**config.mk**
```make
export PLATFORM = sky130hd
export DESIGN_NAME = cses_queue
export DESIGN_NICKNAME = d
export VERILOG_FILES = /design/src/sv/cloth_stretch_energy_stress_macros.svh /design/src/sv/cses_pkg.sv /design/src/sv/cses_queue.sv
export SDC_FILE = /design/constraint.sdc
export NUM_CORES = 1
export LEC_CHECK = 0
export ABC_CLOCK_PERIOD_IN_PS = 2100
export BUFFER_PORTS_ARGS = -buffer_cell sky130_fd_sc_hd__buf_2
export CAP_MARGIN = 20
export CORE_MARGIN = 2
export CORE_UTILIZATION = 30
export CTS_CLUSTER_SIZE = 8
export DETAILED_ROUTE_END_ITERATION = 8
export PLACE_DENSITY = 0.53
export SKIP_LAST_GASP = 1
export SYNTH_ARGS = -nofsm -noshare
export SYNTH_HDL_FRONTEND = slang
export SYNTH_SLANG_ARGS = --single-unit
```
**constraint.sdc**
```tcl
create_clock -name clk -period 2.1 [get_ports clk]
set_input_delay 0.105 -clock clk [delete_from_list [all_inputs] [get_ports clk]]
set_output_delay 0.105 -clock clk [all_outputs]
set_load 0.005 [all_outputs]
```
**src/sv/cloth_stretch_energy_stress_macros.svh**
```systemverilog
// assertion helpers for the cloth stretch energy block
`ifndef CLOTH_STRETCH_ENERGY_STRESS_MACROS_SVH
`define CLOTH_STRETCH_ENERGY_STRESS_MACROS_SVH

// same-cycle implication, masked while in reset
`define CSES_ASSERT_IMP(lbl, ante, cons, msg) \
  lbl: assert property (@(posedge clk) disable iff (!rst_n) (ante) |-> (cons)) \
    else $error(msg);

// next-cycle implication, also checked across reset
`define CSES_ASSERT_NXT(lbl, ante, cons, msg) \
  lbl: assert property (@(posedge clk) (ante) |=> (cons)) else $error(msg);

`endif

```
**src/sv/cses_pkg.sv**
```systemverilog
`timescale 1ns / 1ps
package cses_pkg;

  localparam int DATA_WIDTH_DEF = 24;
  localparam int FRAC_BITS      = 16;
  localparam int ENERGY_W       = 32;
  localparam int Q_DEPTH        = 4;

  // queue status seen by the front and back parts
  typedef struct packed {
    logic full;
    logic empty;
  } cses_q_stat_t;

endpackage

```
**src/sv/cses_queue.sv**
```systemverilog
`timescale 1ns / 1ps
module cses_queue import cses_pkg::*; #(
  parameter int W     = 8,
  parameter int DEPTH = Q_DEPTH
) (
  input  logic         clk,
  input  logic         rst_n,
  input  logic         push,
  input  logic [W-1:0] din,
  input  logic         pop,
  output logic [W-1:0] dout,
  output cses_q_stat_t stat
);

  localparam int AW   = (DEPTH > 1) ? $clog2(DEPTH) : 1;
  localparam int CNTW = $clog2(DEPTH + 1);

  logic [W-1:0]    mem_r [DEPTH];
  logic [AW-1:0]   wr_ptr_r;
  logic [AW-1:0]   rd_ptr_r;
  logic [CNTW-1:0] cnt_r;

  always_comb begin
    stat.full  = (cnt_r == CNTW'(DEPTH));
    stat.empty = (cnt_r == '0);
  end

  assign dout = mem_r[rd_ptr_r];

  always_ff @(posedge clk) begin
    if (!rst_n) begin
      wr_ptr_r <= '0;
      rd_ptr_r <= '0;
      cnt_r    <= '0;
    end else begin
      if (push) begin
        wr_ptr_r <= (wr_ptr_r == AW'(DEPTH - 1)) ? '0 : wr_ptr_r + 1'b1;
      end
      if (pop) begin
        rd_ptr_r <= (rd_ptr_r == AW'(DEPTH - 1)) ? '0 : rd_ptr_r + 1'b1;
      end
      if (push && !pop) begin
        cnt_r <= cnt_r + 1'b1;
      end else if (pop && !push) begin
        cnt_r <= cnt_r - 1'b1;
      end
    end
  end

  always_ff @(posedge clk) begin
    if (push) begin
      mem_r[wr_ptr_r] <= din;
    end
  end

endmodule

```
Word level (Yosys, flattened, before mapping)
Memory sizes are Yosys's and may differ from the RTL's. A register that Yosys moved wholly into a read port is not among the register bits.
Cells that the tools add are included.

word-level totals
  register bits = 7
  latch bits = 0
  bits in writable memories = 32
  ROM bits = 0
  input port bits = 12
  memories kept = 1

operators by class
  $add $sub $neg = 4
  multiply operators = 0
  div/mod/pow operators = 0
  $lt $le $gt $ge = 0
  equal/unequal tests = 3
  shifts and indexed selects = 0
  multiplexer cells = 8
  bitwise gates (word level) = 0
  reduce and logical (&&, ||, !) cells = 6

memory list
  memory  words  width  rd ports  clocked after memory_dff  write ports  RTL line          text
  mem_r   4      8      1         1                         1            cses_queue.sv:18  logic [W-1:0] mem_r [DEPTH];

operators with widths
  kind                                              number
  two-way mux 2 bit                                 4
  two-way mux 3 bit                                 2
  adder 2 x 1 -> 2 bit, second input constant       2
  equality test 2 bit, second input constant        2
  adder 3 x 1 -> 3 bit, second input constant       1
  equality test 3 bit, second input constant        1
  zero test 3 bit                                   1
  subtractor 3 x 1 -> 3 bit, second input constant  1
  logical AND 1 bit                                 2
  zero test 1 bit                                   2
  two-way mux 1 bit                                 2
  nonzero test 2 bit                                1

Logic depth before layout (Yosys ltp)
Gate-level depths: netlist of the first run.

  depth after elaboration = 4
  mapped depth = 7
  gate-level depth less buffers = 7

Worst setup path after synthesis of the first run
OpenSTA, ideal clock, no wires.

  path type = register to register
  from = reg cnt_r[0]
  to = reg cnt_r[2]
  arrival time = 1.323 ns
  required time = 2.030 ns
  path slack = 0.707 ns
  stages on the path, launching flop included = 5
  path buffers = 0
  clock period less this slack = 1.393 ns
  path through = dfxtp_1 fa_1 xor2_1 or3_1 a21boi_1

on the way
  word-level cells in the longest chain between the ends = 3
  elaborated cells between the ends (all ways) = 4
  classes of those cells = add/sub: 2; mux: 2

RTL lines
  item                       RTL line          text
  start, declared            cses_queue.sv:21  logic [CNTW-1:0] cnt_r;
  start signal, assigned     cses_queue.sv:43  cnt_r <= cnt_r + 1'b1;
  start signal, assigned     cses_queue.sv:45  cnt_r <= cnt_r - 1'b1;
  subtractor 3 x 1 -> 3 bit  cses_queue.sv:45
  two-way mux 3 bit          cses_queue.sv:44  end else if (pop && !push) begin
  two-way mux 3 bit (*)      cses_queue.sv:42  if (push && !pop) begin

Every way passes the cells marked *; elsewhere a longest branch is shown, timed or not. The select of a mux whose other input is x is not followed.
A chain may end at the register's enable or synchronous reset.

==> results of run 1 <==
[cell families (layout without fill, tap and decap cells)]
logic type               Yosys count  in the layout  share of synthesized area
AO/OA/AOI/OAI                      3              3                     0.0124
XOR/XNOR                           2              2                     0.0108
adder cells (fa/ha/maj)            7              7                     0.0589
AND/OR/NAND/NOR                   15             15                     0.0558
multiplexers                      12             12                      0.136
buffers and inverters              6             34                     0.0194
flip-flops                        41             41                      0.706
[sequential cells by signal, summed over array words and instances, names as in the netlist, named ones only]
name / cells
mem_r: 32
rd_ptr_r: 2
cnt_r: 3
wr_ptr_r: 2
[cells in the mapped netlist]
| master | instances | area (um^2) |
|---|---|---|
| mux4_2 | 8 | 180 |
| clkbuf_2 | 1 | 5.00 |
| dfxtp_1 | 9 | 180 |
| fa_1 | 1 | 20.0 |
| edfxtp_1 | 32 | 961 |
| nor3_1 | 2 | 10.0 |
| xor2_1 | 1 | 8.76 |
| mux2i_1 | 4 | 40.0 |
| xnor2_1 | 1 | 8.76 |
| o21ai_0 | 1 | 5.00 |
| o21a_1 | 1 | 7.51 |
| nor3b_1 | 1 | 7.51 |
| nor2_1 | 1 | 3.75 |
| a21boi_1 | 1 | 7.51 |
| ha_1 | 6 | 75.1 |
| and2_1 | 5 | 31.3 |
| buf_6 | 1 | 11.3 |
| or3_1 | 1 | 6.26 |
| nor2b_1 | 5 | 31.3 |
| inv_1 | 4 | 15.0 |
[report_power, final]
group	internal (W)	switching [W]
clock network	0.000351	0.000251
logic	0.0000950	0.0000786
registers	0.000923	0.0000312
total	0.00137	0.000361
[routing by layer]
metal | vias up | share of wire | track usage
met5 | - | 0 | 0
met4 | 0 | 0.024 | 0.0589
met3 | 7 | 0.057 | 0.0314
met2 | 21 | 0.48 | 0.156
met1 | 381 | 0.44 | 0.113
li1 | 378 | - | -
[worst paths after layout]
path / slack [ns] / start / endpoint / cells after the start
worst max-delay path: 0.36 / flip-flop / dout[2] / 3
worst min-delay path: 0.03 / din[1] / mem_r[0][1]$_DFFE_PP_ / 1
worst max register to register: 0.65 / cnt_r[0]$_SDFFE_PN0P_ / cnt_r[2]$_SDFFE_PN0P_ / 4
worst min register to register: 0.52 / cnt_r[2]$_SDFFE_PN0P_ / cnt_r[2]$_SDFFE_PN0P_ / 2
[stage by stage]
step	std cells	total power [W]	hold slack [ns]
floorplan	86	0.00108	0.204
global placement	176	0.00114	0.319
detailed placement	176	0.00115	0.331
CTS	184	0.00175	0.0250
global route	184	0.00181	0.0241
finish	184	0.00173	0.0339
[critical path: cells and delay by family (launching register included)]
kind / cells / cell delay, ns
buf+inv: 2 / 0.37
flops: 1 / 0.48
mux: 1 / 0.50
[layout make-up]
type / count / area (um^2) / area share
Clock buffer: 6 / 72.6 / 0.0381
Clock inverter: 2 / 33.8 / 0.0177
Inverter: 4 / 15.0 / 0.00788
Multi-Input combinational cell: 39 / 443 / 0.232
Sequential cell: 41 / 1140 / 0.599
Tap cell: 70 / 87.6 / 0.0460
Timing Repair Buffer: 22 / 113 / 0.0591
==> reports/results.ini, run 1 <==
[status]
outcome=finished clean

[setup_path]
required_ns=2.00
cp_slowest_stage_delay_ns=0.50
path_cells=buf_4, mux4_2, buf_2
end_kind=output port
critical_path_class=reg -> out
critPathSlowestCell=mux4_2
crit_fanout=5
start_kind=flip-flop
cp_data_arrival_time_ns=1.63

[routing]
viasPerCell=4.28
vias=787
drt-wirelength-per-cell_um=13.8
ant_nets=0
first_pass_iters=4
drt-total-wl_mm=2.54
drt_iter0_markers=42
drc=0

[placement]
port_buffers=21
gp_congestion=0.645
dp_hpwl_mm=1.80
dp_slack_ns=0.503
dpl-instance-area_um2=1800

[logic_synthesis]
yosys_warnings=0
syn_avg_cell_area_um2=18.8
yosysUniqueCellTypes=20
syn_area_um2=1620
ys_seq_area_frac=0.706
synthCells=86
synth_fp_nets=105
ys_seq_elements=41

[sta]
finalHoldViolCount=0
fin_crit_ns=1.74
fin_worst_skew_ns=0.00417
rsz0062_at_grt=false
finalSetupTns_ns=0
tightest_slew_ns=0.475
setup_slack_ns=0.362
finalCritPeriodShare=0.827
finalSetupViolCount=0
slew_violations=0
slew_headroom=0.684
max_clock_freq_mhz=575

[final_layout]
nets=132
final_common_cell=edfxtp_1
n_antenna_cell=0
post-route-util=0.371
nFillCells=519
syn2layout_area_growth_pct=18.0
stdcell_area_um2=1910
layout_common_cells=32 x edfxtp_1, 21 x buf_2, 9 x dfxtp_1
layout-drive-gt1-share=0.316

[die]
fp.dieArea_um2=5990
dieWidth_um=77.4
row_count=26
coreArea_um2=5140
ios=22
chipHeight_um=77.4
initial_core_util=0.314

[grt]
antenna_found_initial=0
grt_pass1_wl_mm=4.26
grt_pass1_vias=856
grt_max_degree=13
grt_overflow=0
track_usage=0.0969

[clock_network]
clkTransAtPathRegs_ns=0.07
cts_hold_buf=0
clk_latency_ns=0.29
postCtsSetupBuffers=0
cts_resized=0
cts_tree=built
clockBufferDepth=2
cts_buffers=5
cts.sinks=41
clockRootBuffer=clkbuf_8
htreeDepth=2

[power_and_ir_drop]
p_leak_nw=0.690
power.density_nw_per_um2=907
ir_worst_vdd_v=0.000441

[worst_hold_path]
hp-class=in -> reg

[flow_run]
cap_viol_max_count=0

(Power assumes the default switching activity.)
==> inputs of run 2 (changes only) <==
--- a/config.mk
+++ b/config.mk
@@ -5,14 +5,14 @@
 export SDC_FILE = /design/constraint.sdc
 export NUM_CORES = 1
 export LEC_CHECK = 0
-export ABC_CLOCK_PERIOD_IN_PS = 2100
+export ABC_CLOCK_PERIOD_IN_PS = 1400
 export BUFFER_PORTS_ARGS = -buffer_cell sky130_fd_sc_hd__buf_2
 export CAP_MARGIN = 20
 export CORE_MARGIN = 2
 export CORE_UTILIZATION = 30
 export CTS_CLUSTER_SIZE = 8
 export DETAILED_ROUTE_END_ITERATION = 8
-export PLACE_DENSITY = 0.53
+export PLACE_DENSITY = 0.55
 export SKIP_LAST_GASP = 1
 export SYNTH_ARGS = -nofsm -noshare
 export SYNTH_HDL_FRONTEND = slang
==> constraint.sdc (replaced) <==
create_clock -name clk -period 1.4 [get_ports clk]
set_input_delay 0.07 -clock clk [delete_from_list [all_inputs] [get_ports clk]]
set_output_delay 0.07 -clock clk [all_outputs]
set_load 0.005 [all_outputs]
==> reports/results.ini, run 2 (synthesis results as in run 1) <==
[grt]
grt_pass1_wl_mm=4.50
antenna_found_initial=0
grt_max_degree=14
grt_overflow=0
grt_pass1_vias=895
track_usage=0.101

[setup_path]
cp_top_family=multiplexers
cp_slowest_stage_delay_ns=0.49
r2r-start=cnt_r[0]$_SDFFE_PN0P_
cp_data_arrival_time_ns=1.41
crit_fanout=8
critical_path_class=reg -> out
cp_num_buf_inv=2
path_cells=buf_12, mux4_2, buf_2
critPathSlowestCell=mux4_2
rrSetupSlack_ns=-0.01
cp_num_cells=3
reg2regPathDepth=4
required_ns=1.33
end_kind=output port
start_kind=flip-flop
r2r-end=cnt_r[2]$_SDFFE_PN0P_

[die]
ios=22
chipHeight_um=77.4
fp.dieArea_um2=5990
coreArea_um2=5140
row_count=26
initial_core_util=0.314
dieWidth_um=77.4

[placement]
dp_slack_ns=-0.200
dpl-instance-area_um2=1920
gp_congestion=0.634
port_buffers=21
dp_hpwl_mm=1.97

[worst_hold_path]
hp-start=din[2]
hp-class=in -> reg
hold_depth=1
holdPathEnd=mem_r[1][2]$_DFFE_PP_

[routing]
first_pass_iters=4
drc=0
drt-total-wl_mm=2.76
vias=870
ant_nets=0
drt-wirelength-per-cell_um=13.5
drt_iter0_markers=44
viasPerCell=4.24

[final_layout]
nets=153
regMostFlops=mem_r
reg.largest.list=mem_r (32), cnt_r (3)
layout-drive-gt1-share=0.415
nFillCells=501
stdcell_area_um2=2090
layout_common_cells=32 x edfxtp_1, 21 x buf_2, 13 x buf_4
final_common_cell=edfxtp_1
post-route-util=0.407
n_antenna_cell=0
syn2layout_area_growth_pct=29.5
largest_reg_flops=32
multiInputGateArea_um2=445
regArea_um2=1140

[clock_network]
htreeDepth=2
clockRootBuffer=clkbuf_8
clockBufferDepth=2
cts_buffers=5
cts_tree=built
cts.sinks=41
clkTransAtPathRegs_ns=0.08
clk_latency_ns=0.29

[sta]
finalSetupViolCount=9
max_clock_freq_mhz=677
fin_crit_ns=1.48
slew_violations=0
tightest_slew_ns=0.232
finalHoldViolCount=0
finalCritPeriodShare=1.06
slew_headroom=0.845
finalSetupTns_ns=-0.519
fin_worst_skew_ns=0.00654
setup_slack_ns=-0.0770
rsz0062_at_grt=true

[power_and_ir_drop]
total_power_w=0.00252
p_leak_nw=0.789
ir_worst_vdd_v=0.000393
power.density_nw_per_um2=1200

[status]
outcome=finished, violations left
violations=negative setup slack

[flow_run]
cap_viol_max_count=0

run 2: cell types whose count changed in the layout (fill, tap and decap cells not counted), moves of 2 or more:
cell,before,now
dfxtp_1,9,6
dfxtp_2,0,3
buf_12,0,2
buf_4,1,13
clkinv_2,0,2
dlygate4sd3_1,0,7
run 2: layout make-up:
type / count / share of cell area
Inverter: 4 / 0.00718
Clock buffer: 5 / 0.0329
Tap cell: 70 / 0.0419
Timing Repair Buffer: 43 / 0.150
Multi-Input combinational cell: 39 / 0.213
Clock inverter: 3 / 0.00837
Sequential cell: 41 / 0.547
run 2: what timing repair did:
item / CTS / global route
pin swaps: 1 / 0
endpoints found under the hold margin: 28 / 0
resized for setup: 4 / 0
setup buffers: 1 / 0
setup endpoints to repair: 9 / 9
hold buffers: 7 / 0
run 2: worst reg2reg max path: stages, from the launching register on:
cell	delay (ns)
dfxtp_2	0.34
fa_2	0.38
xor2_1	0.16
or3_1	0.32
a21boi_1	0.15
run 2: metal layers:
metal,wire length (um),GRT usage
met1,1180,0.120
met2,1400,0.169
met3,129,0.0314
met4,49,0.0429
met5,0,0
run 2: worst max path at each step:
stage / end / slack, ns
4_1_cts: dout[5] / -0.10
2_1_floorplan: cnt_r[2]$_SDFFE_PN0P_ / 0.007
6_report: dout[5] / -0.08
3_5_place_dp: cnt_r[2]$_SDFFE_PN0P_ / -0.20
3_3_place_gp: cnt_r[2]$_SDFFE_PN0P_ / -0.05
5_1_grt: dout[1] / -0.13
run 2: power breakdown:
part | internal, W | switching, W | leakage [nW]
Sequential | 0.00139 | 0.0000391 | 0.369
Combinational | 0.000204 | 0.000146 | 0.376
Clock | 0.000344 | 0.000401 | 0.0439
run 2: per-stage QoR:
stage / hold WS [ns] / instances
6_report: 0.0142 / 205
5_1_grt: 0.00214 / 205
4_1_cts: 0.00155 / 205
3_5_place_dp: 0.289 / 189
3_3_place_gp: 0.281 / 189
2_1_floorplan: 0.169 / 86
==> inputs of run 3 (changes only) <==
==> constraint.sdc (replaced) <==
create_clock -name clk -period 1.4 [get_ports clk]
set_input_delay 0.14 -clock clk [delete_from_list [all_inputs] [get_ports clk]]
set_output_delay 0.14 -clock clk [all_outputs]
set_load 0.005 [all_outputs]
==> reports/results.ini, run 3 (synthesis results as in run 1) <==
[status]
outcome=finished, violations left
violations=negative setup slack

[setup_path]
required_ns=1.26
end_kind=output port
critical_path_class=reg -> out
crit_fanout=8
rrSetupSlack_ns=0.03
start_kind=flip-flop
cp_data_arrival_time_ns=1.41

[grt]
top_usage_layer=met2
met1_usage=0.105
grt_pass1_vias=913
use_met3=0.0407
grt_pass1_wl_mm=4.42
track_usage=0.0996
grt_overflow=0
grt_max_degree=15
use_met2=0.175
antenna_found_initial=0

[final_layout]
syn2layout_area_growth_pct=26.9
n_antenna_cell=0
largest_reg_flops=32
nets=143
final_common_cell=edfxtp_1
reg.largest.list=mem_r (32), cnt_r (3)
layout_common_cells=32 x edfxtp_1, 20 x buf_2, 11 x buf_4
layout-drive-gt1-share=0.432
regMostFlops=mem_r

[clock_network]
clockBufferDepth=2
cts_hold_buf=0
clk_latency_ns=0.29
clkTransAtPathRegs_ns=0.08
htreeDepth=2
cts.sinks=41
cts_buffers=5
cts_tree=built
clockRootBuffer=clkbuf_8

[routing]
drt-total-wl_mm=2.66
first_pass_iters=2
drc=0
ant_nets=0
drt_iter0_markers=25
drt-wirelength-per-cell_um=13.6
viasPerCell=4.28
vias=835

[sta]
finalHoldViolCount=0
rsz0062_at_grt=true
finalSetupViolCount=8
setup_slack_ns=-0.154
slew_violations=0
finalCritPeriodShare=1.11
tightest_slew_ns=0.180
max_clock_freq_mhz=644
slew_headroom=0.879
fin_crit_ns=1.55
fin_worst_skew_ns=0.00292

[power_and_ir_drop]
total_power_w=0.00287
p_leak_nw=0.767
p_int_w=0.00229
p_sw_frac=0.202
p_comb_frac=0.115
p_switching_w=0.000580
p_seq_frac=0.494
power.density_nw_per_um2=1400
clkPwrFrac=0.391
ir_worst_vdd_v=0.000486

[worst_hold_path]
hp-class=in -> reg

[placement]
dp_slack_ns=-0.175
port_buffers=21
gp_congestion=0.689
dp_hpwl_mm=1.86

[die]
ios=22
coreArea_um2=5140
initial_core_util=0.314
row_count=26
chipHeight_um=77.4
fp.dieArea_um2=5990
dieWidth_um=77.4

[flow_run]
cap_viol_max_count=0

[run 3: cell count changes in the layout (fill, tap and decap cells not counted), moves of 2 or more]
| cell | delta |
|---|---|
| buf_4 | -2 |
| bufinv_16 | +2 |
| dlygate4sd3_1 | -7 |
| clkinv_2 | -2 |
[run 3: critical path: stages, from the launching register on]
cell and delay [ns]:
dfxtp_2 0.34, buf_12 0.14, mux4_2 0.50, buf_2 0.14
[run 3: power by group through the flow]
stage	Combinational (W)	Sequential (W)	Clock, W
after floorplan	0.000179	0.00144	0
after global placement	0.000309	0.00144	0
after detailed placement	0.000320	0.00145	0
after CTS	0.000322	0.00142	0.00117
after global routing	0.000368	0.00143	0.00121
final	0.000329	0.00142	0.00112
[run 3: worst paths after layout]
check                             start               endpoint  cells after the start
hold reg to reg   cnt_r[2]$_SDFFE_PN0P_  cnt_r[2]$_SDFFE_PN0P_                      2
hold / removal                   din[5]  mem_r[3][5]$_DFFE_PP_                      1
setup / recovery              flip-flop                dout[5]                      3
setup reg to reg  cnt_r[1]$_SDFFE_PN0P_  cnt_r[2]$_SDFFE_PN0P_                      4
[run 3: metrics by stage]
step,utilization,cell area [um^2],TNS (ns),std cells,hold slack [ns]
final,0.399,2050,-1.11,195,0.0624
after global routing,0.399,2050,-1.67,195,0.0459
after floorplan,-,1620,0,86,0.239
after detailed placement,0.368,1890,-0.175,186,0.358
after CTS,0.396,2030,-1.34,194,0.0496
after global placement,0.368,1890,-0.0888,186,0.355
[run 3: layout make-up]
| cell class | count | area (um^2) |
|---|---|---|
| Clock buffer | 5 | 68.8 |
| Clock inverter | 3 | 68.8 |
| Fill cell | 507 | 3090 |
| Inverter | 4 | 15.0 |
| Multi-Input combinational cell | 39 | 448 |
| Sequential cell | 41 | 1150 |
| Tap cell | 70 | 87.6 |
| Timing Repair Buffer | 33 | 214 |
[run 3: what timing repair did]
action | in CTS | in global routing
setup endpoints to repair | 9 | 9
resized for setup | 3 | 2
pin swaps | 1 | 2
setup buffers | 0 | 1
[run 3: layer usage]
metal | up-vias | routed length (um)
li1 | 399 | -
met1 | 408 | 1100
met2 | 22 | 1360
met3 | 6 | 147
met4 | 0 | 48
met5 | - | 0
