## src/sv/cloth_stretch_energy_stress_macros.svh

```systemverilog
// assertion helpers for the cloth stretch energy block
`ifndef CLOTH_STRETCH_ENERGY_STRESS_MACROS_SVH
`define CLOTH_STRETCH_ENERGY_STRESS_MACROS_SVH

// same-cycle implication, masked while in reset
`define CSES_ASSERT_IMP(lbl, ante, cons, msg) \
  lbl: assert property (@(posedge clk) disable iff (!rst_n) (ante) |-> (cons)) \
    else $error(msg);

// next-cycle implication, also checked across reset
`define CSES_ASSERT_NXT(lbl, ante, cons, msg) \
  lbl: assert property (@(posedge clk) (ante) |=> (cons)) else $error(msg);

`endif

```

## src/sv/cses_pkg.sv

```systemverilog
`timescale 1ns / 1ps
package cses_pkg;

  localparam int DATA_WIDTH_DEF = 24;
  localparam int FRAC_BITS      = 16;
  localparam int ENERGY_W       = 32;
  localparam int Q_DEPTH        = 4;

  // queue status seen by the front and back parts
  typedef struct packed {
    logic full;
    logic empty;
  } cses_q_stat_t;

endpackage

```

## src/sv/cses_if.sv

```systemverilog
`timescale 1ns / 1ps
interface cses_in_if import cses_pkg::*; #(
  parameter int DW = DATA_WIDTH_DEF
);
  logic                 valid;
  logic                 ready;
  logic signed [DW-1:0] fu_x;
  logic signed [DW-1:0] fu_y;
  logic signed [DW-1:0] fu_z;
  logic signed [DW-1:0] fv_x;
  logic signed [DW-1:0] fv_y;
  logic signed [DW-1:0] fv_z;

  modport source (output valid, fu_x, fu_y, fu_z, fv_x, fv_y, fv_z, input ready);
  modport sink   (input valid, fu_x, fu_y, fu_z, fv_x, fv_y, fv_z, output ready);
endinterface


```

## src/sv/cses_front.sv

```systemverilog
`timescale 1ns / 1ps
module cses_front import cses_pkg::*; #(
  parameter int DW = DATA_WIDTH_DEF
) (
  input  logic                   clk,
  input  logic                   rst_n,
  cses_in_if.sink                in_if,
  input  cses_q_stat_t           q_stat,
  output logic                   push,
  output logic [6*(DW+1)-1:0]    item
);

  localparam int EW = DW + 1;

  logic [DW-1:0]       f [6];
  logic [6*EW-1:0]     item_nxt;
  logic [6*EW-1:0]     item_r;
  logic                item_vld_r;
  logic                accept;

  assign f[0] = in_if.fu_x;
  assign f[1] = in_if.fu_y;
  assign f[2] = in_if.fu_z;
  assign f[3] = in_if.fv_x;
  assign f[4] = in_if.fv_y;
  assign f[5] = in_if.fv_z;

  // split each entry into sign and magnitude
  always_comb begin
    logic [DW-1:0] neg_v;
    item_nxt = '0;
    for (int i = 0; i < 6; i++) begin
      neg_v = ~f[i] + 1'b1;
      item_nxt[i*EW +: EW] = {f[i][DW-1], f[i][DW-1] ? neg_v : f[i]};
    end
  end

  assign in_if.ready = !item_vld_r || !q_stat.full;
  assign accept      = in_if.valid && in_if.ready;
  assign push        = item_vld_r && !q_stat.full;
  assign item        = item_r;

  always_ff @(posedge clk) begin
    if (!rst_n) begin
      item_vld_r <= 1'b0;
    end else if (accept) begin
      item_vld_r <= 1'b1;
    end else if (push) begin
      item_vld_r <= 1'b0;
    end
  end

  always_ff @(posedge clk) begin
    if (accept) begin
      item_r <= item_nxt;
    end
  end

endmodule

```

## src/flat_wrapper.sv

```systemverilog
// flat-port wrapper written by rule: the top's interface ports become plain ports
module cses_front_flat import cses_pkg::*;
#(
  parameter int DW = DATA_WIDTH_DEF
)
  (clk, rst_n, q_stat, push, item, in_if_valid, in_if_fu_x, in_if_fu_y, in_if_fu_z, in_if_fv_x, in_if_fv_y, in_if_fv_z, in_if_ready);
  cses_in_if #(.DW(DW)) in_if_i ();
  input  logic clk;
  input  logic rst_n;
  input  cses_q_stat_t q_stat;
  output logic push;
  output logic [6*(DW+1)-1:0] item;
  input wire logic [$bits(in_if_i.valid)-1:0] in_if_valid;
  input wire logic [$bits(in_if_i.fu_x)-1:0] in_if_fu_x;
  input wire logic [$bits(in_if_i.fu_y)-1:0] in_if_fu_y;
  input wire logic [$bits(in_if_i.fu_z)-1:0] in_if_fu_z;
  input wire logic [$bits(in_if_i.fv_x)-1:0] in_if_fv_x;
  input wire logic [$bits(in_if_i.fv_y)-1:0] in_if_fv_y;
  input wire logic [$bits(in_if_i.fv_z)-1:0] in_if_fv_z;
  output wire logic [$bits(in_if_i.ready)-1:0] in_if_ready;
  assign in_if_i.valid = in_if_valid;
  assign in_if_i.fu_x = in_if_fu_x;
  assign in_if_i.fu_y = in_if_fu_y;
  assign in_if_i.fu_z = in_if_fu_z;
  assign in_if_i.fv_x = in_if_fv_x;
  assign in_if_i.fv_y = in_if_fv_y;
  assign in_if_i.fv_z = in_if_fv_z;
  assign in_if_ready = in_if_i.ready;
  cses_front #(.DW(DW)) u_core (.clk(clk), .rst_n(rst_n), .in_if(in_if_i), .q_stat(q_stat), .push(push), .item(item));
endmodule
```

## config.mk

```make
export PLATFORM = sky130hd
export DESIGN_NAME = cses_front_flat
export DESIGN_NICKNAME = d
export VERILOG_FILES = /design/src/sv/cloth_stretch_energy_stress_macros.svh /design/src/sv/cses_pkg.sv /design/src/sv/cses_if.sv /design/src/sv/cses_front.sv /design/src/flat_wrapper.sv
export SDC_FILE = /design/constraint.sdc
export NUM_CORES = 1
export LEC_CHECK = 0
export BUFFER_PORTS_ARGS = -buffer_cell sky130_fd_sc_hd__buf_2
export CAP_MARGIN = 20
export CORE_ASPECT_RATIO = 1.25
export CORE_MARGIN = 10
export CORE_UTILIZATION = 30
export DETAILED_ROUTE_END_ITERATION = 8
export GPL_TIMING_DRIVEN = 0
export HOLD_SLACK_MARGIN = 0.06
export PLACE_DENSITY = 0.65
export SYNTH_ARGS = -nofsm -noshare
export SYNTH_HDL_FRONTEND = slang
export SYNTH_SLANG_ARGS = --single-unit
```

## constraint.sdc

```tcl
create_clock -name clk -period 4.4 [get_ports clk]
set_clock_uncertainty 0.1 [all_clocks]
set_input_delay 0.66 -clock clk [delete_from_list [all_inputs] [get_ports clk]]
set_output_delay 0.66 -clock clk [all_outputs]
set_load 0.1 [all_outputs]
```

# ---- Word level (Yosys, flattened, before mapping)
# Cells that the tools add are included.
dict set report word_totals {
  register_bits 151
  latchBits 0
  ramBits 0
  romBits 0
  inputBits 149
  mem_count 0
}
dict set report classes {
  n_addsub 6
  n_mul 0
  div_mod_pow 0
  n_lt_le_gt_ge 0
  eq_ne 0
  n_shift 0
  muxes 8
  n_bitwise 6
  n_reduce_logical 6
}
# cell n
set op_table {}
lappend op_table {{adder 24 x 1 -> 24 bit, second input constant} 6}
lappend op_table {{inverter 24 bit} 6}
lappend op_table {{two-way mux 23 bit} 6}
lappend op_table {{logical AND 1 bit} 2}
lappend op_table {{logical NOT 1 bit} 2}
lappend op_table {{two-way mux 1 bit} 2}
lappend op_table {{nonzero test 2 bit} 1}
lappend op_table {{logical OR 1 bit} 1}

# ---- Longest topological paths before layout
# Gate-level depths: netlist (run 1).
dict set report depth {
  ltp_word 4
  mapped_depth 6
}

# ---- Worst setup path before layout (run 1)
# Ideal clock, no wire load.
dict set report synth_timing {
  kind {input-to-reg}
  start {input q_stat[1] (netlist bit)}
  end {register u_core.item_r[0], in the netlist u_core.item[0], enable pin}
  setup_time_ps 527
  arrival_time_ps 4868
  slack_ps -1094
  stages 2
  path_buffers 0
  path_cell_list {nand2_1 > and2_1}
}
dict set report synth_between {
  elab_chain_len 3
}
# element line_no
set synth_rtl {}
lappend synth_rtl {{start, declared} flat_wrapper.sv:10} ;# input cses_q_stat_t q_stat;
lappend synth_rtl {{logical NOT 1 bit} cses_front.sv:38} ;# assign in_if.ready = !item_vld_r || !q_stat.full;
lappend synth_rtl {{logical OR 1 bit} cses_front.sv:38}
lappend synth_rtl {{logical AND 1 bit} cses_front.sv:39} ;# assign accept = in_if.valid && in_if.ready;
lappend synth_rtl {{named net u_core.accept} cses_front.sv:19} ;# logic accept;
lappend synth_rtl {{end signal, assigned} cses_front.sv:55} ;# item_r <= item_nxt;
lappend synth_rtl {{end, declared} cses_front.sv:17} ;# logic [6*EW-1:0] item_r;
# The timed path passes the listed nets, and every way through them passes these cells.
# A chain may end at the register's enable or synchronous reset.

# ---- Final worst setup path (run 1)
dict set report layout_timing {
  start {input in_if_fu_x[1]}
  end {register u_core.item_r[18], in the netlist u_core.item[18], data pin}
}
dict set report layout_between {
  elab_chain_len 3
}
# element line_no
set layout_rtl {}
lappend layout_rtl {{start, declared} flat_wrapper.sv:14} ;# input wire logic [$bits(in_if_i.fu_x)-1:0] in_if_fu_x;
lappend layout_rtl {{inverter 24 bit} cses_front.sv:33} ;# neg_v = ~f[i] + 1'b1;
lappend layout_rtl {{adder 24 x 1 -> 24 bit} cses_front.sv:33}
lappend layout_rtl {{two-way mux 23 bit} cses_front.sv:34} ;# item_nxt[i*EW +: EW] = {f[i][DW-1], f[i][DW-1] ? neg_v : f[i]};
lappend layout_rtl {{named net u_core.item_nxt[18]} cses_front.sv:16} ;# logic [6*EW-1:0] item_nxt;
# The timed path passes the listed nets, and every way through them passes these cells.

==> metrics.yaml, run 1 <==
worst_setup_path:
  slowest_delay_ps: 640
  cp_data_required_time_ps: 4460
  startpoint: "in_if_fu_x[1]"
  worstSetupStartpointType: "input pin"
  rrSetupSlack_ps: 2550
  cp_top_family: "simple AND/OR/NAND/NOR gates"
  r2r_start: "u_core.item_vld_r"
  reg2regPathDepth: 3
  arrival_ps: 2500
  cp_num_cells: 7
  reg2reg_to: "u_core.item[98]"
  end_kind: "register"
  critPathSlowestCell: "nor4b_1"
  path_cells: "buf_2, inv_1, ha_1, nor4b_1, nand4_1, o41ai_1, xnor2_1"
  worst-path-buf-inv: 2
  cp_max_fo: 4
  crit_end: "u_core.item[18]"
  critPathKind: "input pin to register"
die:
  rows: 64
  die_h_um: 196.3
  io_pins: 301
  start_util: 0.3043
  die_area_mm2: 0.03160
  core_area_mm2: 0.02450
  die_w_um: 161.0
clock_network:
  cts_buffers: 17
  post_cts_buffers: 0
  cts_tree: "yes"
  root_buffer: "clkbuf_16"
  cts_htree_levels: 4
  cts_hold_buffers: 0
  cts.reportedPaths.clkPinSlew_ps: 70
  cts.sinks: 151
  post_cts_resized: 0
  clk_path_buf_depth: 2
  clk_latency_ps: 420
synthesis:
  yosys-top-cells-count: "edfxtp_1 (150), xnor2_1 (123), nand2_1 (51)"
  ys_async_sr_fraction: 0
  synth_top_cells_by_area: "edfxtp_1 (60%), xnor2_1 (14%), o31ai_1 (3.2%), o21ai_0 (3.0%), nand2_1 (2.6%)"
  synth_area_mm2: 0.007456
  synth_nets: 734
  ys_seq_area_frac: 0.6068
  synth_flop_cell: "edfxtp_1"
  syn_inst: 579
  synth_seq_cells: 151
  synth_top_area_share: 0.6041
  avgSynthCellArea_um2: 12.88
  yosys.area.top_type: "edfxtp_1"
  synth_warnings: 0
  synth_edf_count: 150
  synth.distinct_cells: 36
  synth_most_common_cell: "edfxtp_1"
sta:
  max_freq_mhz: 408.6
  slew_headroom: 0.4901
  tightest_slew_ps: 754.3
  setup_viol: 0
  slew_violations: 0
  rsz0062_at_grt: "no"
  finalSetupTns_ps: 0
  final.min_clock_period_ps: 2447
  finalHoldViolations: 0
  fin_crit_sh: 0.5562
final_layout:
  drive_gt1_frac: 0.3794
  final_area_mm2: 0.01002
  fin_nets: 1054
  area_growth_syn_to_layout_pct: 34.42
power:
  pwr-share-seq: 0.385
  p_leak_nw: 3.742
  clkPwrFrac: 0.331
  ir_worst_vdd_v: 0.0002673
  power_frac_comb: 0.284
  sw_frac_of_total: 0.3735
  p_sw_mw: 1.706
  power_mw: 4.568
  intPower_mw: 2.862
  powerDensity_mw_per_mm2: 455.8
placed_design:
  routabilityCongestion: 0.8449
  dpl_cell_area_mm2: 0.009415
  numPortBuffers: 299
  dp_hpwl_um: 18560
global_route:
  grt_start_max_net_pins: 69
  antenna_found_initial: 5
  grt_pass1_vias: 6065
  grt_usage: 0.1417
  grt_pass1_wl_um: 34870
  gr-total-overflow: 0
outcome:
  status: "finished clean"
route:
  drt-total-wl_um: 23250
  dr_total_vias: 5953
  drt_iter0_markers: 219
  antenna_left: 0
  first_pass_iters: 4
  viasPerCell: 4.785
  post-route-drc-count: 0
  avgRoutedWirePerCell_um: 18.69
hold_path:
  hold_depth: 1
  hold_class: "input pin to register"
flow_run:
  drv_cap: 0
final cells by class:
type                       instances  area (µm²)
antenna                            2       5.005
multi-input combinational        399        2818
fill                            2380       14480
timing repair buffer             301        1544
buffer                            13       56.30
tap                              330       412.9
clock inverter                    15       176.4
inverter                          16       60.06
sequential                       151        4524
clock buffer                      17       425.4
cell usage in the layout, fill, tap and decap left out, types with 2 or more instances in the layout:
cell          n
o41ai_1      19
clkinv_1      3
edfxtp_1    150
o21ai_0      44
nand2_1      51
nor2_1       15
ha_1          6
nor4b_1       5
nand3_1       9
or4_1         9
nor2b_1       4
diode_2       2
buf_2       299
o41ai_2       3
xnor2_1     123
or4_4         6
or3_1         5
o31ai_1      32
nand3b_1      2
clkinvlp_4    2
clkbuf_1     11
clkinv_4      2
xor2_1        3
clkbuf_16    17
nand4_1       9
nand2b_1     18
bufinv_16     3
inv_6         3
inv_1        16
nor3_1       10
nor4_1       16
layer usage:
| metal | GRT usage | vias to the layer above | wire length, µm | share of wire |
|---|---|---|---|---|
| li1 | - | 2854 | - | - |
| met1 | 0.1460 | 2824 | 8756 | 0.38 |
| met2 | 0.2480 | 244 | 11710 | 0.50 |
| met3 | 0.06891 | 25 | 2356 | 0.10 |
| met4 | 0.04320 | 6 | 387 | 0.017 |
| met5 | 0 | - | 41 | 0.0018 |
logic make-up after synthesis:
logic type | after synthesis | share of synthesized area
buffers and inverters | 29 | 0.01561
DFF | 151 | 0.6068
xor gates and xnor gates | 126 | 0.1480
AOI/OAI and AO/OA | 102 | 0.09498
adders and majority gates | 6 | 0.01007
and+or+nand+nor | 165 | 0.1245
worst reg2reg max path, stage by stage, from the launching register on:
cell,delay (ps)
dfxtp_1,320
nand2_1,70
and2_4,600
buf_16,370
how the worst min path moves through the flow:
stage	slack, ps	startpoint	endpoint
4_1_cts	310	in_if_fv_y[0]	u_core.item[100]
6_report	340	in_if_fv_y[0]	u_core.item[100]
3_3_place_gp	400	u_core.item_vld_r	u_core.item_vld_r
2_1_floorplan	390	u_core.item_vld_r	u_core.item_vld_r
5_1_grt	320	in_if_fv_y[0]	u_core.item[100]
3_5_place_dp	430	u_core.item_vld_r	u_core.item_vld_r
power groups by stage:
stage / logic, mW / clock network [mW] / registers (mW)
2_1_floorplan: 0.213 / 0 / 2.59
3_3_place_gp: 1.29 / 0 / 1.80
3_5_place_dp: 1.30 / 0 / 1.79
4_1_cts: 1.31 / 1.56 / 1.76
5_1_grt: 1.35 / 1.62 / 1.77
6_report: 1.30 / 1.51 / 1.76
stage by stage:
| step | std cells | hold slack, ps | setup WS (ps) | utilization |
|---|---|---|---|---|
| 2_1_floorplan | 579 | 386.5 | 529.9 | - |
| 3_3_place_gp | 1208 | 403.8 | 343.7 | 0.3823 |
| 3_5_place_dp | 1210 | 426.3 | 1541 | 0.3842 |
| 4_1_cts | 1242 | 312.7 | 1996 | 0.4088 |
| 5_1_grt | 1242 | 324.9 | 1750 | 0.4088 |
| 6_report | 1244 | 343.3 | 1953 | 0.4090 |
state kept, by name, indices dropped and copies added, names as in the netlist:
register / flops
u_core.item_vld_r: 1
u_core.item: 150
No activity file was read; power rests on OpenSTA's default activity.
==> run 2, diff against run 1 <==
==> constraint.sdc (replaced) <==
create_clock -name clk -period 2.2 [get_ports clk]
set_clock_uncertainty 0.1 [all_clocks]
set_input_delay 0.33 -clock clk [delete_from_list [all_inputs] [get_ports clk]]
set_output_delay 0.33 -clock clk [all_outputs]
set_load 0.1 [all_outputs]
==> run 2 against run 1 <==
Power up 99%. Clock power up 95%. First-iteration DRC count is 7.3% higher. Flip-flop and latch count did not move. Via count grew 0.96%. Utilization grew 0.62 points. Cell count grew 1.0%. Critical endpoint is now u_core.item[119]. Highest routed layer unchanged.
==> metrics.yaml, run 2 (synthesis results as in run 1) <==
placed_design:
  dpl_cell_area_mm2: 0.009439  # +0.25%
  numPortBuffers: 299  # unchanged
  post-place-ws_ps: -399.3  # -1940 ps
  dp_hpwl_um: 18820  # +1.4%
  routabilityCongestion: 0.8729  # +3.3%
clock_network:
  post_cts_buffers: 0  # unchanged
  cts_buffers: 17  # unchanged
  cts.reportedPaths.clkPinSlew_ps: 60  # about the same
  root_buffer: "clkbuf_16"
  clk_latency_ps: 420  # about the same
  cts_htree_levels: 4  # unchanged
  cts.sinks: 151  # unchanged
  clk_path_buf_depth: 2  # unchanged
  cts_tree: "yes"
sta:
  final.min_clock_period_ps: 2042
  max_freq_mhz: 489.7
  tightest_slew_ps: 684.1  # -70.20 ps
  rsz0062_at_grt: "no"
  layout_setup_ws_ps: 157.8  # -1795 ps
  slew_headroom: 0.5375  # +0.04746
  slew_violations: 0  # unchanged
  setup_viol: 0  # unchanged
  finalHoldViolations: 0  # unchanged
  fin_crit_sh: 0.9283
power:
  p_leak_nw: 3.795  # +1.4%
  ir_worst_vdd_v: 0.0005297  # +98%
  powerDensity_mw_per_mm2: 894.3  # +96%
route:
  dr_total_vias: 6010  # +0.96%
  viasPerCell: 4.781  # about the same
  met1_length_um: 8813  # +0.65%
  met2_length_um: 11840  # +1.1%
  dr.max_layer_used: "met5"
  antenna_left: 0  # unchanged
  met3WireLength_um: 2739  # +16%
  drt_iter0_markers: 235  # +7.3%
  drt-total-wl_um: 23840  # +2.5%
  first_pass_iters: 4  # unchanged
  post-route-drc-count: 0  # unchanged
  avgRoutedWirePerCell_um: 18.97  # +1.5%
worst_setup_path:
  startpoint: "in_if_fv_y[0]"
  worstSetupStartpointType: "input pin"
  end_kind: "register"
  arrival_ps: 2110  # -390 ps
  cp_data_required_time_ps: 2270  # -2190 ps
  r2r_start: "u_core.item_vld_r"
  critPathKind: "input pin to register"
  cp_max_fo: 9  # +5
global_route:
  grt_pass1_vias: 6376  # +5.1%
  grt_pass1_wl_um: 36270  # +4.0%
  grt_start_max_net_pins: 60  # -13%
  grt_usage: 0.1467  # +0.005003
  antenna_found_initial: 8  # +3
  gr-total-overflow: 0  # unchanged
die:
  rows: 64  # unchanged
  die_area_mm2: 0.03160  # unchanged
  start_util: 0.3043  # unchanged
  io_pins: 301  # unchanged
  core_area_mm2: 0.02450  # unchanged
  die_w_um: 161.0  # unchanged
  die_h_um: 196.3  # unchanged
final_layout:
  area_growth_syn_to_layout_pct: 36.45
  fin_nets: 1065  # +1.0%
  final_area_mm2: 0.01017  # +1.5%
  layout_common_cells: "buf_2 (299), edfxtp_1 (150), xnor2_1 (123)"
  layout_commonest_cell: "buf_2"
  drive_gt1_frac: 0.3818  # +0.002393
  largest_register_ffs: 150  # unchanged
outcome:
  status: "finished clean"
flow_run:
  drv_cap: 0  # unchanged
hold_path:
  hold_class: "input pin to register"
  min-delay-start: "in_if_fv_y[23]"
[run 2: cell count changes in the layout (fill, tap and decap cells not counted), sizes merged]
cell	change
clkinvlp	-1
clkinv	+3
dlygate4sd3	+10
diode	+3
and2	+1
inv	-3
[run 2: timing repair]
| item | CTS | global route |
|---|---|---|
| endpoints found under the hold margin | 9 | 0 |
| endpoints found under the setup margin | 0 | 72 |
| hold buffers | 10 | 0 |
| resized for setup | 0 | 5 |
[run 2: through the flow]
step	total power, mW	TNS (ps)	util	hold WS [ps]	instances
6_report	9.098	0	0.4152	100.3	1257
3_3_place_gp	6.170	-66650	0.3830	438.3	1208
5_1_grt	9.465	0	0.4148	86.88	1253
4_1_cts	9.213	0	0.4131	74.20	1251
3_5_place_dp	6.199	-7395	0.3852	445.2	1210
2_1_floorplan	5.601	-35.80	-	328.9	579
[run 2: final cells by class]
cell class              instances  area [µm²]
fillers                      2389       14330
flip-flops and latches        151        4524
multi-input cells             400        2872
repair buffers                311        1652
clock buffers                  17       425.4
well taps                     330       412.9
clock inverters                14       158.9
inverters                      16       60.06
plain buffers                  13       56.30
diodes                          5       12.51
[run 2: final timing paths]
check	slack, ps	depth (start not counted)	to
min	100	1	u_core.item[124]
max reg2reg	280	4	u_core.item[83]
max	160	6	u_core.item[119]
min reg2reg	890	2	u_core.item[116]
[run 2: critical path: stages]
cell	delay, ps
dlygate4sd3_1	540
buf_2	140
nor3_1	360
nand3_2	280
o31ai_1	350
xnor2_1	120
[run 2: where the power goes]
group,internal [mW],total [mW],switching (mW)
sequential,3.46,3.52,0.0531
combinational,0.486,2.63,2.14
clock,1.77,2.95,1.19
total,5.72,9.10,3.38
[run 2: metal layers]
metal,track usage,vias to the layer above
met1,0.1493,2830
met3,0.07876,33
met2,0.2535,264
met5,0,-
li1,-,2877
met4,0.04489,6
==> run 3, diff against run 2 <==
--- a/config.mk
+++ b/config.mk
@@ -7,13 +7,12 @@
 export LEC_CHECK = 0
 export BUFFER_PORTS_ARGS = -buffer_cell sky130_fd_sc_hd__buf_2
 export CAP_MARGIN = 20
-export CORE_ASPECT_RATIO = 1.25
 export CORE_MARGIN = 10
 export CORE_UTILIZATION = 30
 export DETAILED_ROUTE_END_ITERATION = 8
 export GPL_TIMING_DRIVEN = 0
 export HOLD_SLACK_MARGIN = 0.06
-export PLACE_DENSITY = 0.65
+export PLACE_DENSITY = 0.63
 export SYNTH_ARGS = -nofsm -noshare
 export SYNTH_HDL_FRONTEND = slang
 export SYNTH_SLANG_ARGS = --single-unit
==> constraint.sdc (replaced) <==
create_clock -name clk -period 2.6 [get_ports clk]
set_clock_uncertainty 0.1 [all_clocks]
set_input_delay 0.39 -clock clk [delete_from_list [all_inputs] [get_ports clk]]
set_output_delay 0.39 -clock clk [all_outputs]
set_load 0.1 [all_outputs]
==> run 3 against run 2 <==
Sequential share of layout area grew 0.46 points. Critical path type unchanged. Highest routed layer unchanged. Register-to-register slack gained 750 ps. Critical path depth increased by 2. Largest power group unchanged.
==> metrics.yaml, run 3 (synthesis results as in run 1) <==
sta:
  hold_slack_ps: 96.17  # -4.162 ps
  tightest_slew_ps: 826.5  # +142.4 ps
  slew_headroom: 0.4412  # -0.09629
  max_freq_mhz: 438.7
  finalHoldViolations: 0  # unchanged
  fin_crit_sh: 0.8767
  final.min_clock_period_ps: 2279
  setup_viol: 0  # unchanged
  slew_violations: 0  # unchanged
  rsz0062_at_grt: "no"
hold_path:
  min-delay-start: "in_if_fv_x[0]"
  whs_endpoint: "u_core.item[75]"
  hold_depth: 1  # unchanged
  hold_class: "input pin to register"
die:
  rows: 57  # -11%
  die_area_mm2: 0.03156  # -0.12%
  die_w_um: 177.7  # +10%
  io_pins: 301  # unchanged
  start_util: 0.3057  # +0.001405
  die_h_um: 177.7  # -9.5%
  core_area_mm2: 0.02439  # -0.46%
global_route:
  grtUsageMet1: 0.1535  # +0.004267
  grt_start_max_net_pins: 71  # +18%
  antenna_found_initial: 12  # +4
  use_met3: 0.04717  # -0.03159
  grtUsageMet2: 0.2443  # -0.009230
  grt_pass1_wl_um: 34030  # -6.2%
  gr-total-overflow: 0  # unchanged
  grt-busiest-layer: "met2"
  grt_usage: 0.1398  # -0.006878
  grt_pass1_vias: 5918  # -7.2%
route:
  viasPerCell: 4.649  # -2.8%
  antenna_left: 0  # unchanged
  avgRoutedWirePerCell_um: 18.36  # -3.2%
  first_pass_iters: 5  # +1
  dr_total_vias: 5807  # -3.4%
  drt_iter0_markers: 317  # +35%
  post-route-drc-count: 0  # unchanged
  drt-total-wl_um: 22930  # -3.8%
power:
  power_frac_comb: 0.284  # -0.005
  ir_worst_vdd_v: 0.0003195  # -40%
  powerDensity_mw_per_mm2: 766.6  # -14%
  pwr-share-seq: 0.385  # about the same
  intPower_mw: 4.850  # -15%
  clkPwrFrac: 0.330  # +0.005
  p_sw_mw: 2.869  # -15%
  power_mw: 7.719  # -15%
  p_leak_nw: 3.745  # -1.3%
  sw_frac_of_total: 0.3717  # about the same
final_layout:
  layout_common_cells: "buf_2 (299), edfxtp_1 (150), xnor2_1 (123)"
  fill_cells: 2375  # -0.59%
  final_area_mm2: 0.01007  # -1.0%
  fin_nets: 1056  # -0.85%
  drive_gt1_frac: 0.3796  # -0.002129
  largest_register_ffs: 150  # unchanged
  area_growth_syn_to_layout_pct: 35.04
  layout_commonest_cell: "buf_2"
worst_setup_path:
  path_cells: "dlygate4sd3_1, buf_2, inv_1, ha_1, nor2b_1, nand3_1, o41ai_1, xnor2_1"
  critPathSlowestCell: "dlygate4sd3_1"
  rrSetupSlack_ps: 1030  # +750 ps
  cp_data_required_time_ps: 2660  # +390 ps
  reg2regPathDepth: 3  # -1
  cp_max_fo: 7  # -2
  reg2reg_to: "u_core.item[82]"
  worstSetupStartpointType: "input pin"
  critPathKind: "input pin to register"
  slowest_delay_ps: 530  # about the same
  r2r_start: "u_core.item_vld_r"
  end_kind: "register"
  arrival_ps: 2340  # +230 ps
clock_network:
  cts_tree: "yes"
  cts.reportedPaths.clkPinSlew_ps: 70  # about the same
  post_cts_resized: 0  # unchanged
  clk_path_buf_depth: 2  # unchanged
  cts.sinks: 151  # unchanged
  cts_htree_levels: 4  # unchanged
  post_cts_buffers: 0  # unchanged
  root_buffer: "clkbuf_16"
  clk_latency_ps: 410  # about the same
  cts_buffers: 17  # unchanged
outcome:
  status: "finished clean"
placed_design:
  numPortBuffers: 299  # unchanged
  routabilityCongestion: 0.8315  # -4.7%
  dpl_cell_area_mm2: 0.009418  # -0.23%
  dp_hpwl_um: 18440  # -2.0%
flow_run:
  drv_cap: 0  # unchanged
run 3: changes by cell type in the layout (fill, tap and decap cells not counted), moves of 2 or more:
cell,change
dlygate4sd3_1,-8
clkinv_2,-3
diode_2,+6
nor4b_1,+2
nor4b_2,-2
nand3_1,+2
nand3_2,-2
clkinvlp_4,+3
run 3: repair_timing:
item                                    CTS  global route
hold buffers                              2             0
endpoints found under the hold margin     2             0
endpoints found under the setup margin    0             0
run 3: metal layers:
metal | routed length (µm) | share of wire | vias up
met3 | 1759 | 0.077 | 20
li1 | - | - | 2867
met2 | 12020 | 0.52 | 170
met4 | 342 | 0.015 | 2
met5 | 8 | 0.00035 | -
met1 | 8799 | 0.38 | 2748
run 3: worst max-delay path, delay by kind of cell:
kind,cells,cell delay [ps]
adders and majority gates,1,190
AOI/OAI and AO/OA,1,420
buffers and inverters,3,720
and+or+nand+nor,2,500
xor gates and xnor gates,1,120
run 3: worst max-delay path by stage:
stage	start	endpoint	slack, ps	cells after the start
after floorplan	q_stat[1]	u_core.item[0]	100	2
after global placement	in_if_fu_x[0]	u_core.item[18]	-70	7
after detailed placement	in_if_fu_x[0]	u_core.item[18]	-100	7
after CTS	in_if_fv_y[0]	u_core.item[110]	330	8
after global routing	in_if_fv_y[0]	u_core.item[110]	140	8
final	in_if_fv_y[0]	u_core.item[110]	320	8
run 3: final cells by class:
class	instances	area, µm²	share of cell area
Buffer	13	56.30	0.005592
Clock buffer	18	429.2	0.04262
Clock inverter	14	173.9	0.01727
Sequential cell	151	4524	0.4494
Multi-Input combinational cell	399	2820	0.2801
Inverter	16	60.06	0.005965
Tap cell	324	405.4	0.04026
Antenna cell	11	27.53	0.002734
Timing Repair Buffer	303	1572	0.1561
run 3: stage by stage:
step,std cells,utilization,setup WS (ps),setup TNS (ps)
floorplan,579,-,95.99,0
global placement,1202,0.3839,-70.08,-7497
detailed placement,1204,0.3861,-103.0,-103.0
CTS,1238,0.4117,326.3,0
global route,1243,0.4122,138.7,0
finish,1249,0.4128,320.5,0
run 3: power by group through the flow:
stage	combinational, mW	sequential [mW]	clock [mW]
after floorplan	0.362	4.38	0
after global placement	2.19	3.03	0
after detailed placement	2.21	3.03	0
after CTS	2.21	2.98	2.62
after global routing	2.29	2.99	2.73
final	2.20	2.97	2.55
